[config.mk]
export PLATFORM = sky130hd
export DESIGN_NAME = aligned_stack_allocator
export DESIGN_NICKNAME = d
export VERILOG_FILES = /design/src/asa_pkg.sv /design/src/asa_ctrl.sv /design/src/asa_dpath.sv /design/src/aligned_stack_allocator.sv
export SDC_FILE = /design/constraint.sdc
export NUM_CORES = 2
export LEC_CHECK = 0
export ABC_CLOCK_PERIOD_IN_PS = 10200
export BUFFER_PORTS_ARGS = -buffer_cell sky130_fd_sc_hd__buf_2
export CORE_MARGIN = 2
export CORE_UTILIZATION = 57
export DETAILED_ROUTE_END_ITERATION = 8
export PLACE_DENSITY = 0.74
export REMOVE_ABC_BUFFERS = 1
export SLEW_MARGIN = 5
export SYNTH_ARGS = -nofsm -noshare
export SYNTH_HDL_FRONTEND = slang
export SYNTH_SLANG_ARGS = --single-unit
[constraint.sdc]
create_clock -name clk -period 10.2 [get_ports clk]
set_input_delay 1.53 -clock clk [delete_from_list [all_inputs] [get_ports clk]]
set_output_delay 1.53 -clock clk [all_outputs]
set_load 0.005 [all_outputs]
[src/asa_pkg.sv]
`timescale 1ns / 1ps
// ----------------------------------------------------------------------------
// asa_pkg
// Shared types and constants for the aligned stack allocator: the payload
// structs of both channels, command and error codes, and the controller
// command group.
// ----------------------------------------------------------------------------
package asa_pkg;

  localparam int unsigned ADDR_W  = 32;
  localparam int unsigned ALIGN_W = 9;
  localparam int unsigned ERR_W   = 3;
  localparam int unsigned CFG_IDX_W = 1;

  // Largest legal alignment in bytes.
  localparam logic [ALIGN_W-1:0] MAX_ALIGN = 9'd256;

  // Request commands.
  localparam logic CMD_ALLOC = 1'b0;
  localparam logic CMD_FREE  = 1'b1;

  // Configuration register indexes.
  localparam logic [CFG_IDX_W-1:0] REG_REGION_BASE = 1'b0;
  localparam logic [CFG_IDX_W-1:0] REG_REGION_END  = 1'b1;

  // Reset value of the region end register.
  localparam logic [ADDR_W-1:0] REGION_END_RESET = 32'h0001_0000;

  // Result error codes.
  localparam logic [ERR_W-1:0] ERR_OK      = 3'd0;
  localparam logic [ERR_W-1:0] ERR_ALIGN   = 3'd1;
  localparam logic [ERR_W-1:0] ERR_SPACE   = 3'd2;
  localparam logic [ERR_W-1:0] ERR_FULL    = 3'd3;
  localparam logic [ERR_W-1:0] ERR_NULL    = 3'd4;
  localparam logic [ERR_W-1:0] ERR_NOT_TOP = 3'd5;
  localparam logic [ERR_W-1:0] ERR_EMPTY   = 3'd6;

  typedef struct packed {
    logic               command;
    logic [ADDR_W-1:0]  request_bytes;
    logic [ALIGN_W-1:0] alignment;
    logic [ADDR_W-1:0]  free_address;
  } in_item_t;

  typedef struct packed {
    logic [ADDR_W-1:0] result_address;
    logic [ERR_W-1:0]  error_code;
  } out_item_t;

  // Commands from the controller to the datapath.
  typedef struct packed {
    logic capture;  // latch the accepted request
    logic commit;   // evaluate, update the stack and load the result register
  } ctrl_cmd_t;

endpackage

[src/asa_ctrl.sv]
`timescale 1ns / 1ps
// ----------------------------------------------------------------------------
// asa_ctrl
// Controller for the aligned stack allocator. Takes one request at a time,
// lets the datapath read the stack top in the accept cycle and commits when the
// result register is free.
// ----------------------------------------------------------------------------
module asa_ctrl (
  input  logic              clk,
  input  logic              rst_n,
  input  logic              in_valid,
  output logic              in_stall,
  output logic              out_valid,
  input  logic              out_stall,
  output asa_pkg::ctrl_cmd_t cmd
);

  typedef enum logic [1:0] {
    ST_IDLE = 2'b01,
    ST_EXEC = 2'b10
  } state_t;

  state_t state_r, state_nxt;
  logic   out_valid_r, out_valid_nxt;
  logic   out_free;

  // The result register can take a new result when it is empty or drained now.
  assign out_free = !out_valid_r || !out_stall;

  assign in_stall    = (state_r != ST_IDLE);
  assign cmd.capture = (state_r == ST_IDLE) && in_valid;
  assign cmd.commit  = (state_r == ST_EXEC) && out_free;
  assign out_valid   = out_valid_r;

  // Next state.
  always_comb begin
    state_nxt = state_r;
    case (state_r)
      ST_IDLE: begin
        if (in_valid) state_nxt = ST_EXEC;
      end
      ST_EXEC: begin
        if (out_free) state_nxt = ST_IDLE;
      end
      default: state_nxt = ST_IDLE;
    endcase
  end

  // Result valid flag: set on commit, cleared after the transfer.
  always_comb begin
    out_valid_nxt = out_valid_r && out_stall;
    if (cmd.commit) out_valid_nxt = 1'b1;
  end

  always_ff @(posedge clk) begin
    if (!rst_n) begin
      state_r     <= ST_IDLE;
      out_valid_r <= 1'b0;
    end else begin
      state_r     <= state_nxt;
      out_valid_r <= out_valid_nxt;
    end
  end

endmodule

[src/asa_dpath.sv]
`timescale 1ns / 1ps
// ----------------------------------------------------------------------------
// asa_dpath
// Datapath for the aligned stack allocator: region registers, the level
// counter, the raw-top and shift memories, the request register, the
// allocate and deallocate arithmetic, and the result register.
// ----------------------------------------------------------------------------
module asa_dpath #(
  parameter int unsigned STACK_DEPTH = 64
) (
  input  logic                                 clk,
  input  logic                                 rst_n,
  input  logic                                 cfg_we,
  input  logic [asa_pkg::CFG_IDX_W-1:0]        cfg_index,
  input  logic [asa_pkg::ADDR_W-1:0]           cfg_wdata,
  input  asa_pkg::in_item_t                    in_data,
  input  asa_pkg::ctrl_cmd_t                   cmd,
  output asa_pkg::out_item_t                   out_data
);

  localparam int unsigned AW = (STACK_DEPTH > 1) ? $clog2(STACK_DEPTH) : 1;
  localparam int unsigned LW = $clog2(STACK_DEPTH + 1);

  logic [asa_pkg::ADDR_W-1:0]  region_base_r;
  logic [asa_pkg::ADDR_W-1:0]  region_end_r;
  logic [LW-1:0]               level_r, level_nxt;
  asa_pkg::in_item_t           item_r;
  asa_pkg::out_item_t          out_r, out_nxt;

  logic [asa_pkg::ADDR_W-1:0]  top_mem   [STACK_DEPTH];
  logic [asa_pkg::ALIGN_W-1:0] shift_mem [STACK_DEPTH];
  logic [asa_pkg::ADDR_W-1:0]  rd_top_r;
  logic [asa_pkg::ALIGN_W-1:0] rd_shift_r;

  logic [LW-1:0]               level_dec;
  logic [AW-1:0]               rd_idx;
  logic [AW-1:0]               wr_idx;
  logic                        level_zero;
  logic                        level_full;
  logic [asa_pkg::ADDR_W-1:0]  cur_top;
  logic [asa_pkg::ADDR_W:0]    need;
  logic [asa_pkg::ADDR_W-1:0]  raw;
  logic [asa_pkg::ADDR_W-1:0]  align_ext;
  logic [asa_pkg::ADDR_W-1:0]  aligned;
  logic [asa_pkg::ADDR_W-1:0]  shift_diff;
  logic [asa_pkg::ALIGN_W-1:0] shift_new;
  logic [asa_pkg::ALIGN_W-1:0] align_m1;
  logic                        align_ok;
  logic                        space_bad;
  logic [asa_pkg::ADDR_W-1:0]  free_shift;
  logic                        not_top;
  logic                        push;
  logic                        pop;

  // Configuration registers.
  always_ff @(posedge clk) begin
    if (!rst_n) begin
      region_base_r <= '0;
      region_end_r  <= asa_pkg::REGION_END_RESET;
    end else if (cfg_we) begin
      case (cfg_index)
        asa_pkg::REG_REGION_BASE: region_base_r <= cfg_wdata;
        asa_pkg::REG_REGION_END:  region_end_r  <= cfg_wdata;
        default: ;
      endcase
    end
  end

  // Request register.
  always_ff @(posedge clk) begin
    if (cmd.capture) item_r <= in_data;
  end

  // Level decode and memory addresses.
  assign level_dec  = level_r - LW'(1);
  assign rd_idx     = level_dec[AW-1:0];
  assign wr_idx     = level_r[AW-1:0];
  assign level_zero = (level_r == '0);
  assign level_full = (level_r == LW'(STACK_DEPTH));

  // The topmost entry is read every cycle; it is registered, so it is valid in the cycle after accept.
  always_ff @(posedge clk) begin
    rd_top_r   <= top_mem[rd_idx];
    rd_shift_r <= shift_mem[rd_idx];
  end

  always_ff @(posedge clk) begin
    if (push) begin
      top_mem[wr_idx]   <= raw;
      shift_mem[wr_idx] <= shift_new;
    end
  end

  // Allocate arithmetic.
  assign cur_top    = level_zero ? region_end_r : rd_top_r;
  assign align_m1   = item_r.alignment - asa_pkg::ALIGN_W'(1);
  assign align_ok   = (item_r.alignment != '0) &&
                      ((item_r.alignment & align_m1) == '0) &&
                      (item_r.alignment <= asa_pkg::MAX_ALIGN);
  assign align_ext  = asa_pkg::ADDR_W'(item_r.alignment);
  assign need       = {1'b0, item_r.request_bytes} + {1'b0, align_ext};
  assign raw        = cur_top - need[asa_pkg::ADDR_W-1:0];
  assign space_bad  = (need > {1'b0, cur_top}) || (raw < region_base_r);
  assign aligned    = (raw + align_ext) & ~asa_pkg::ADDR_W'(align_m1);
  assign shift_diff = aligned - raw;
  assign shift_new  = shift_diff[asa_pkg::ALIGN_W-1:0];

  // Deallocate check against the topmost entry.
  assign free_shift = asa_pkg::ADDR_W'(rd_shift_r);
  assign not_top    = (free_shift > item_r.free_address) ||
                      ((item_r.free_address - free_shift) != rd_top_r);

  // Result and stack update, in the order the errors are checked.
  always_comb begin
    out_nxt   = '0;
    push      = 1'b0;
    pop       = 1'b0;
    level_nxt = level_r;
    if (item_r.command == asa_pkg::CMD_ALLOC) begin
      if (!align_ok)       out_nxt.error_code = asa_pkg::ERR_ALIGN;
      else if (level_full) out_nxt.error_code = asa_pkg::ERR_FULL;
      else if (space_bad)  out_nxt.error_code = asa_pkg::ERR_SPACE;
      else begin
        out_nxt.error_code     = asa_pkg::ERR_OK;
        out_nxt.result_address = aligned;
        push                   = cmd.commit;
      end
    end else begin
      if (item_r.free_address == '0) out_nxt.error_code = asa_pkg::ERR_NULL;
      else if (level_zero)           out_nxt.error_code = asa_pkg::ERR_EMPTY;
      else if (not_top)              out_nxt.error_code = asa_pkg::ERR_NOT_TOP;
      else begin
        out_nxt.error_code = asa_pkg::ERR_OK;
        pop                = cmd.commit;
      end
    end
    if (push) level_nxt = level_r + LW'(1);
    if (pop)  level_nxt = level_dec;
  end

  always_ff @(posedge clk) begin
    if (!rst_n) level_r <= '0;
    else        level_r <= level_nxt;
  end

  // Result register.
  always_ff @(posedge clk) begin
    if (cmd.commit) out_r <= out_nxt;
  end

  assign out_data = out_r;

endmodule

[src/aligned_stack_allocator.sv]
`timescale 1ns / 1ps
// ----------------------------------------------------------------------------
// aligned_stack_allocator
// Downward-growing stack allocator with power-of-two aligned allocation.
// ----------------------------------------------------------------------------
// Each request has an accept cycle, in which the raw top and shift of the
// topmost allocation are read from the stack memories, and an execute
// state, in which the request is checked, the stack is pushed or popped and
// the result is loaded into the output register. The memory read before the
// read-modify-write of the stack top calls for that split; commit waits
// on a stalled result. One request is in the block at a time, and a
// new request is taken while the previous result still waits. There is no
// clearing pass after reset. Configuration writes are taken at any time but
// are meant to occur only while no request is in flight.
module aligned_stack_allocator #(
  parameter int unsigned STACK_DEPTH = 64
) (
  input  logic                          clk,
  input  logic                          rst_n,
  input  logic                          cfg_we,
  input  logic [asa_pkg::CFG_IDX_W-1:0] cfg_index,
  input  logic [asa_pkg::ADDR_W-1:0]    cfg_wdata,
  input  logic                          in_valid,
  output logic                          in_stall,
  input  asa_pkg::in_item_t             in_data,
  output logic                          out_valid,
  input  logic                          out_stall,
  output asa_pkg::out_item_t            out_data
);

  asa_pkg::ctrl_cmd_t cmd;

  // Request sequencing and output handshake.
  asa_ctrl u_ctrl (
    .clk       (clk),
    .rst_n     (rst_n),
    .in_valid  (in_valid),
    .in_stall  (in_stall),
    .out_valid (out_valid),
    .out_stall (out_stall),
    .cmd       (cmd)
  );

  // Stack storage and arithmetic.
  asa_dpath #(
    .STACK_DEPTH (STACK_DEPTH)
  ) u_dpath (
    .clk       (clk),
    .rst_n     (rst_n),
    .cfg_we    (cfg_we),
    .cfg_index (cfg_index),
    .cfg_wdata (cfg_wdata),
    .in_data   (in_data),
    .cmd       (cmd),
    .out_data  (out_data)
  );

endmodule

-- Word-level counts from Yosys, hierarchy flattened
Memories as Yosys holds them, arrays and structs flattened. A register that Yosys moved wholly into a read port is not among the register bits.
Cells that the tools add are included.
- add/subtract/negate cells: 8
- order comparisons: 4
- equal/unequal tests: 7
- mux-type cells: 24
- bitwise operators: 5
- reduce and logical (&&, ||, !) cells: 19
- operator list (cell ; count):
    $add 32x9->33 ; 1
    $gt 33x32->1 ; 1
    $add 32x9->32 ; 1
    $and 32x32->32 ; 1
    $gt 9x32->1 ; 1
    $logic_not 32->1 ; 1
    $lt 32x32->1 ; 1
    $mux 32 ; 1
    $ne 32x32->1 ; 1
    $not 9->32 ; 1
    $sub 32x32->32 ; 1
    $sub 32x9->32 ; 1
    $mux 3 ; 6
    $mux 7 ; 2
    $mux 1 ; 11
    $and 9x9->9 ; 1
    $le 9x9->1 const B ; 1
    $logic_not 9->1 ; 1
    $reduce_bool 9->1 ; 1
    $sub 9x1->9 const B ; 1
    $sub 9x9->9 ; 1
    $add 7x1->7 const B ; 1
    $eq 7x7->1 const B ; 1
    $logic_not 7->1 ; 1
    14 further kinds ; 27
- register bits after elaboration: 183
- memory bits (writable): 2624
- input port bits: 112
- output and inout port bits: 37
- memories kept: 2
- memories (memory ; words ; bits a word ; read ports ; clocked after memory_dff ; wr ports ; RTL line ; source):
    u_dpath.top_mem ; 64 ; 32 ; 1 ; 1 ; 1 ; asa_dpath.sv:30 ; logic [asa_pkg::ADDR_W-1:0] top_mem [STACK_DEPTH];
    u_dpath.shift_mem ; 64 ; 9 ; 1 ; 1 ; 1 ; asa_dpath.sv:31 ; logic [asa_pkg::ALIGN_W-1:0] shift_mem [STACK_DEPTH];

-- Depth between registers and ports, before layout
- depth after elaboration: 11
- mapped depth: 33
- depth with buffers taken out: 30

-- Cells and area by module
A second synthesis with hierarchy kept.
- cell total of the unflattened synthesis: 5390
- area, all modules: 113898.0 um^2
- modules (own cells, without submodules) (module ; times used ; cells each ; area an instance (um^2)):
    asa_dpath ; 1 ; 5378 ; 113777.9
    asa_ctrl ; 1 ; 12 ; 120.1

-- Least setup slack after synthesis
No wires, ideal clock.
- path type: register to register
- start: reg u_dpath.level_r[0]
- end: mem u_dpath.shift_mem[41][0] (netlist name) (enable)
- setup time: 0.440 ns
- arrival time: 10.806 ns
- slack: -1.046 ns
- cell stages (with the launch flop): 30
- path buffers: 6
- clock period less this slack: 11.246 ns
- cell sequence: dfxtp_1 -> clkbuf_1 -> clkbuf_1 -> clkbuf_1 -> buf_1 -> inv_1 -> ha_1 -> nand2b_1 -> nor3_1 -> clkbuf_1 -> mux2i_1 -> ha_1 -> inv_1 -> fa_1 -> a211oi_1 -> o21ai_1 -> a21oi_1 -> nor3_1 -> nor3_1 -> ha_1 -> nand2_1 -> or2_2 -> a221oi_1 -> o21ai_0 -> o21ai_0 -> o221ai_1 -> or2_2 -> or4_1 -> clkbuf_1 -> nor2_1
- cells in the longest elaborated chain, start to end: 11
- elaborated cells between the ends (all ways): 13
- classes of those cells: add/sub (1); order compare (2); eq/ne (1); mux (7); reduce/logical (2)
- ends and longest elaborated chain (element ; RTL line ; source):
    start: declaration ; asa_dpath.sv:26 ; logic [LW-1:0] level_r, level_nxt;
    start signal: assignment ; asa_dpath.sv:143 ; else level_r <= level_nxt;
    $logic_not 7->1 ; asa_dpath.sv:78 ; assign level_zero = (level_r == '0);
    $mux 32 ; asa_dpath.sv:95 ; assign cur_top = level_zero ? region_end_r : rd_top_r;
    $sub 32x32->32 ; asa_dpath.sv:102 ; assign raw = cur_top - need[asa_pkg::ADDR_W-1:0];
    via u_dpath.raw, one bit ; asa_dpath.sv:42 ; logic [asa_pkg::ADDR_W-1:0] raw;
    $lt 32x32->1 ; asa_dpath.sv:103 ; assign space_bad = (need > {1'b0, cur_top}) || (raw < region_base_r);
    $logic_or 1x1->1 ; asa_dpath.sv:103 ;
    $mux 1 ; asa_dpath.sv:122 ; else if (space_bad) out_nxt.error_code = asa_pkg::ERR_SPACE;
    $mux 1 ; asa_dpath.sv:121 ; else if (level_full) out_nxt.error_code = asa_pkg::ERR_FULL;
    $mux 1 ; asa_dpath.sv:120 ; if (!align_ok) out_nxt.error_code = asa_pkg::ERR_ALIGN;
    $mux 1 ; asa_dpath.sv:119 ; if (item_r.command == asa_pkg::CMD_ALLOC) begin
    $mux 1 ; asa_dpath.sv:88 ; if (push) begin
    $mux 1 (not written as such) ; asa_dpath.sv:90 ; shift_mem[wr_idx] <= shift_new;
    end: declaration ; asa_dpath.sv:31 ;
The timed path passes the listed nets, and every way through them passes these cells.

-- Worst setup path in the final report
- start: reg u_dpath.item_r, in the netlist u_dpath.align_ext[1]
- end: mem u_dpath.top_mem[18][22] (netlist name) (enable)
- cells in the longest elaborated chain, start to end: 10
- elaborated cells between the ends (all ways): 18
- classes of those cells: add/sub (3); order compare (3); mux (6); bitwise (1); reduce/logical (5)
- ends and longest elaborated chain (element ; RTL line ; source):
    start: declaration ; asa_dpath.sv:27 ; asa_pkg::in_item_t item_r;
    start signal: assignment ; asa_dpath.sv:71 ; if (cmd.capture) item_r <= in_data;
    $add 32x9->33 ; asa_dpath.sv:101 ; assign need = {1'b0, item_r.request_bytes} + {1'b0, align_ext};
    $sub 32x32->32 ; asa_dpath.sv:102 ;
    via u_dpath.raw, one bit ; asa_dpath.sv:42 ;
    $lt 32x32->1 ; asa_dpath.sv:103 ;
    $logic_or 1x1->1 ; asa_dpath.sv:103 ;
    $mux 1 ; asa_dpath.sv:122 ;
    $mux 1 ; asa_dpath.sv:121 ;
    $mux 1 ; asa_dpath.sv:120 ;
    $mux 1 ; asa_dpath.sv:119 ;
    $mux 1 ; asa_dpath.sv:88 ;
    $mux 1 (not written as such) ; asa_dpath.sv:89 ; top_mem[wr_idx] <= raw;
    end: declaration ; asa_dpath.sv:30 ;
The timed path passes the listed nets, and every way through them passes these cells.

==> flow_metrics.tcl <==
set metrics [dict create \
    ys.flop_type "edfxtp_1" \
    maxSlewViolCount 0 \
    gp_congestion 0.924 \
    wl_per_cell_um 34.7 \
    cp.arrival_ns 9.87 \
    synth_top_area_share 0.719 \
    cts-resized-gates 0 \
    antenna_found_initial 22 \
    first_pass_iters 8 \
    fillCellCount 12600 \
    synthCells 5577 \
    max-cap-violations 0 \
    async_flop_share 0 \
    rsz0062_at_grt "no" \
    drive_above_1_share 0.275 \
    core_area_sq_mm 0.199 \
    max_freq_mhz 107 \
    r2r-start "u_dpath.align_ext[1]$_DFFE_PP_" \
    io_pins 149 \
    globalRouteMet2Util 0.467 \
    yosys.area_share.simple 0.0318 \
    endpoint "u_dpath.top_mem[18][22]$_DFFE_PP_" \
    setup_viol 0 \
    clk_path_buf_depth 4 \
    die_area_sq_mm 0.204 \
    grtUsageMet1 0.429 \
    startpoint_type "flip-flop" \
    dp.cells 8288 \
    period_minus_slack_ns 9.34 \
    htreeDepth 5 \
    drt_drc_violations_left 0 \
    grt_pass1_wl_um 434000 \
    synthTopCellsByCount "edfxtp_1 (2733), mux4_2 (820), nand2_1 (291), clkbuf_1 (209), nor2_1 (173)" \
    multi_input_area_sq_mm 0.0291 \
    clkSlewWorstSetupHoldPaths_ns 0.06 \
    regArea_sq_mm 0.0844 \
    wl_um 305000 \
    r2r_cells 30 \
    crit_start "u_dpath.align_ext[1]$_DFFE_PP_" \
    cts_setup_buffers 0 \
    yosysTopAreaCell "edfxtp_1" \
    skew_ns 0.0639 \
    busiest_layer "met2" \
    synth_compound_area_frac 0.0228 \
    dieHeight_um 451 \
    tightest_slew_ns 1.37 \
    dpl.hpwl_um 172000 \
    tns_ns 0 \
    ys_seq_area_frac 0.740 \
    path_max_fanout 41 \
    die_w_um 451 \
    synthMuxAreaShare 0.165 \
    antenna_left 0 \
    synth_area_sq_mm 0.114 \
    p_sw_w 0.00728 \
    vias 59300 \
    cts_tree "done" \
    cts-hold-fix-buffers 0 \
    crit_top_cell "a21oi_1" \
    sequentialPowerShare 0.517 \
    synth_edf_count 2733 \
    synth_seq_cells 2848 \
    yosys.area_share.adder 0.0160 \
    cts_buffers 295 \
    numPortBuffers 148 \
    nets 6184 \
    switching_share 0.256 \
    start_util 0.573 \
    yosys.cell_count.top_type "edfxtp_1" \
    powerDensity_mw_per_mm2 220 \
    yosysWarnings 0 \
    worst_hold_path_type "reg -> reg" \
    internal_power_w 0.0212 \
    drt_iter0_drc 8964 \
    cp_slowest_cell "a21boi_0" \
    status "finished clean" \
    synth_top_family_by_area "multiplexers" \
    ff2ff_setup_slack_ns 0.86 \
    grt_overflow_total 0 \
    grt_max_degree 140 \
    flow.area_growth_from_synthesis_pct 13.3 \
    vias_per_cell 6.73 \
    fin_cells 8805 \
    synth_area_leaders "edfxtp_1 (72%), mux4_2 (16%), dfxtp_1 (2.0%)" \
    r2r-end "u_dpath.top_mem[18][22]$_DFFE_PP_" \
    cts_root_buffer "clkbuf_16" \
    synthXorXnorAreaFrac 0.0107 \
    slew-limit-headroom 0.0874 \
    final.period_utilization 0.915 \
    gr-usage-met3 0.0641 \
    grt_pass1_vias 58400 \
    worstSetupPathType "reg -> reg" \
    ir_worst_vdd_v 0.000462 \
    timing.hold.ws_ns 0.456 \
    insertion_delay_ns 0.96 \
    pwr-share-clk 0.364 \
    setup.worst_path.end_class "flip-flop" \
    pwr-share-comb 0.119 \
    rows 164 \
    avgSynthCellArea_sq_um 20.5 \
    synth_cell_type_count 79 \
    power_leakage_nw 40.5 \
    grt_usage 0.302 \
    hold_viol 0 \
    required_ns 10.74 \
    critical-path-max-stage-delay_ns 0.74 \
    cts.sinks 2848 \
]
## routing by layer
layer	share of wire	routed length [um]
met1	0.37	114000
met2	0.48	146000
met3	0.11	33700
met4	0.040	12300
met5	0.000088	27
## power by group through the flow
stage | Sequential [W] | Clock [W] | Combinational, W
after floorplan | 0.0150 | 0 | 0.00144
after global placement | 0.0149 | 0 | 0.00320
after detailed placement | 0.0149 | 0 | 0.00338
after CTS | 0.0147 | 0.0105 | 0.00339
after global routing | 0.0147 | 0.0109 | 0.00359
final | 0.0147 | 0.0104 | 0.00339
## critical path: cells and delay by family (launching register included)
kind,cells,cell delay [ns]
AO/OA/AOI/OAI,16,4.51
flip-flops,1,0.49
AND/OR/NAND/NOR,6,1.41
XOR/XNOR,2,0.44
adder cells (fa/ha/maj),3,1.07
buffers and inverters,3,0.92
## how the worst min path moves through the flow
| stage | startpoint | to | slack [ns] | cells after the start |
|---|---|---|---|---|
| final | u_dpath.region_base_r[2]$_SDFFE_PN0P_ | u_dpath.region_base_r[2]$_SDFFE_PN0P_ | 0.46 | 2 |
| after global routing | u_dpath.region_base_r[5]$_SDFFE_PN0P_ | u_dpath.region_base_r[5]$_SDFFE_PN0P_ | 0.48 | 2 |
| after CTS | u_dpath.region_base_r[5]$_SDFFE_PN0P_ | u_dpath.region_base_r[5]$_SDFFE_PN0P_ | 0.46 | 2 |
| after global placement | u_dpath.region_base_r[7]$_SDFFE_PN0P_ | u_dpath.region_base_r[7]$_SDFFE_PN0P_ | 0.44 | 2 |
| after detailed placement | u_dpath.region_base_r[5]$_SDFFE_PN0P_ | u_dpath.region_base_r[5]$_SDFFE_PN0P_ | 0.45 | 2 |
| after floorplan | u_dpath.region_end_r[1]$_SDFFE_PN0P_ | u_dpath.region_end_r[1]$_SDFFE_PN0P_ | 0.43 | 2 |
## layout make-up
class / instances / area share
flip-flops and latches: 2848 / 0.653
multi-input cells: 2311 / 0.225
clock buffers: 360 / 0.0604
inverters: 149 / 0.00433
clock inverters: 145 / 0.0102
diodes: 12 / 0.000232
well taps: 2656 / 0.0257
repair buffers: 324 / 0.0216
## stage by stage
stage | utilization | instance area, sq um | total power (W) | worst slack (ns)
finish | 0.649 | 129000 | 0.0284 | 0.864
global route | 0.649 | 129000 | 0.0292 | 0.361
CTS | 0.649 | 129000 | 0.0285 | 0.900
detailed placement | 0.603 | 120000 | 0.0183 | 0.973
global placement | 0.603 | 120000 | 0.0181 | 1.03
floorplan | - | 113000 | 0.0165 | -36.22
## sequential cells by signal (all words and copies together) (netlist names), 7 cells and up
| register | cells |
|---|---|
| u_dpath.shift_mem | 576 |
| u_dpath.region_end_r | 32 |
| u_dpath.item_r | 65 |
| u_dpath.level_r | 7 |
| u_dpath.out_data | 35 |
| u_dpath.top_mem | 2048 |
| u_dpath.align_ext | 9 |
| u_dpath.rd_shift_r | 9 |
| u_dpath.rd_top_r | 32 |
| u_dpath.region_base_r | 32 |
## logic make-up after synthesis
family | Yosys count
flip-flops | 2848
multiplexers | 859
adder cells (fa/ha/maj) | 143
XOR/XNOR | 140
AO/OA/AOI/OAI | 407
AND/OR/NAND/NOR | 762
buffers and inverters | 418
## cells in the final DEF, fill, tap and decap left out, types with 18 or more instances in the layout
cell	instances
mux2i_1	36
nand2b_1	18
ha_1	137
bufinv_16	23
a21oi_1	140
a211oi_1	51
nand4_1	31
edfxtp_1	2733
buf_2	148
xor2_1	45
nand2_1	290
clkinv_2	46
nor2_1	106
clkbuf_16	301
inv_1	142
xnor2_2	18
xnor2_1	64
nand3_1	45
clkbuf_1	53
and2_1	48
a21o_1	26
a31oi_1	47
buf_4	118
nor2_4	67
nor3_1	37
mux4_2	820
buf_12	58
o21ai_0	44
dfxtp_1	114
or3_1	18
clkinv_1	55
Power figures use the tool's default switching activity.
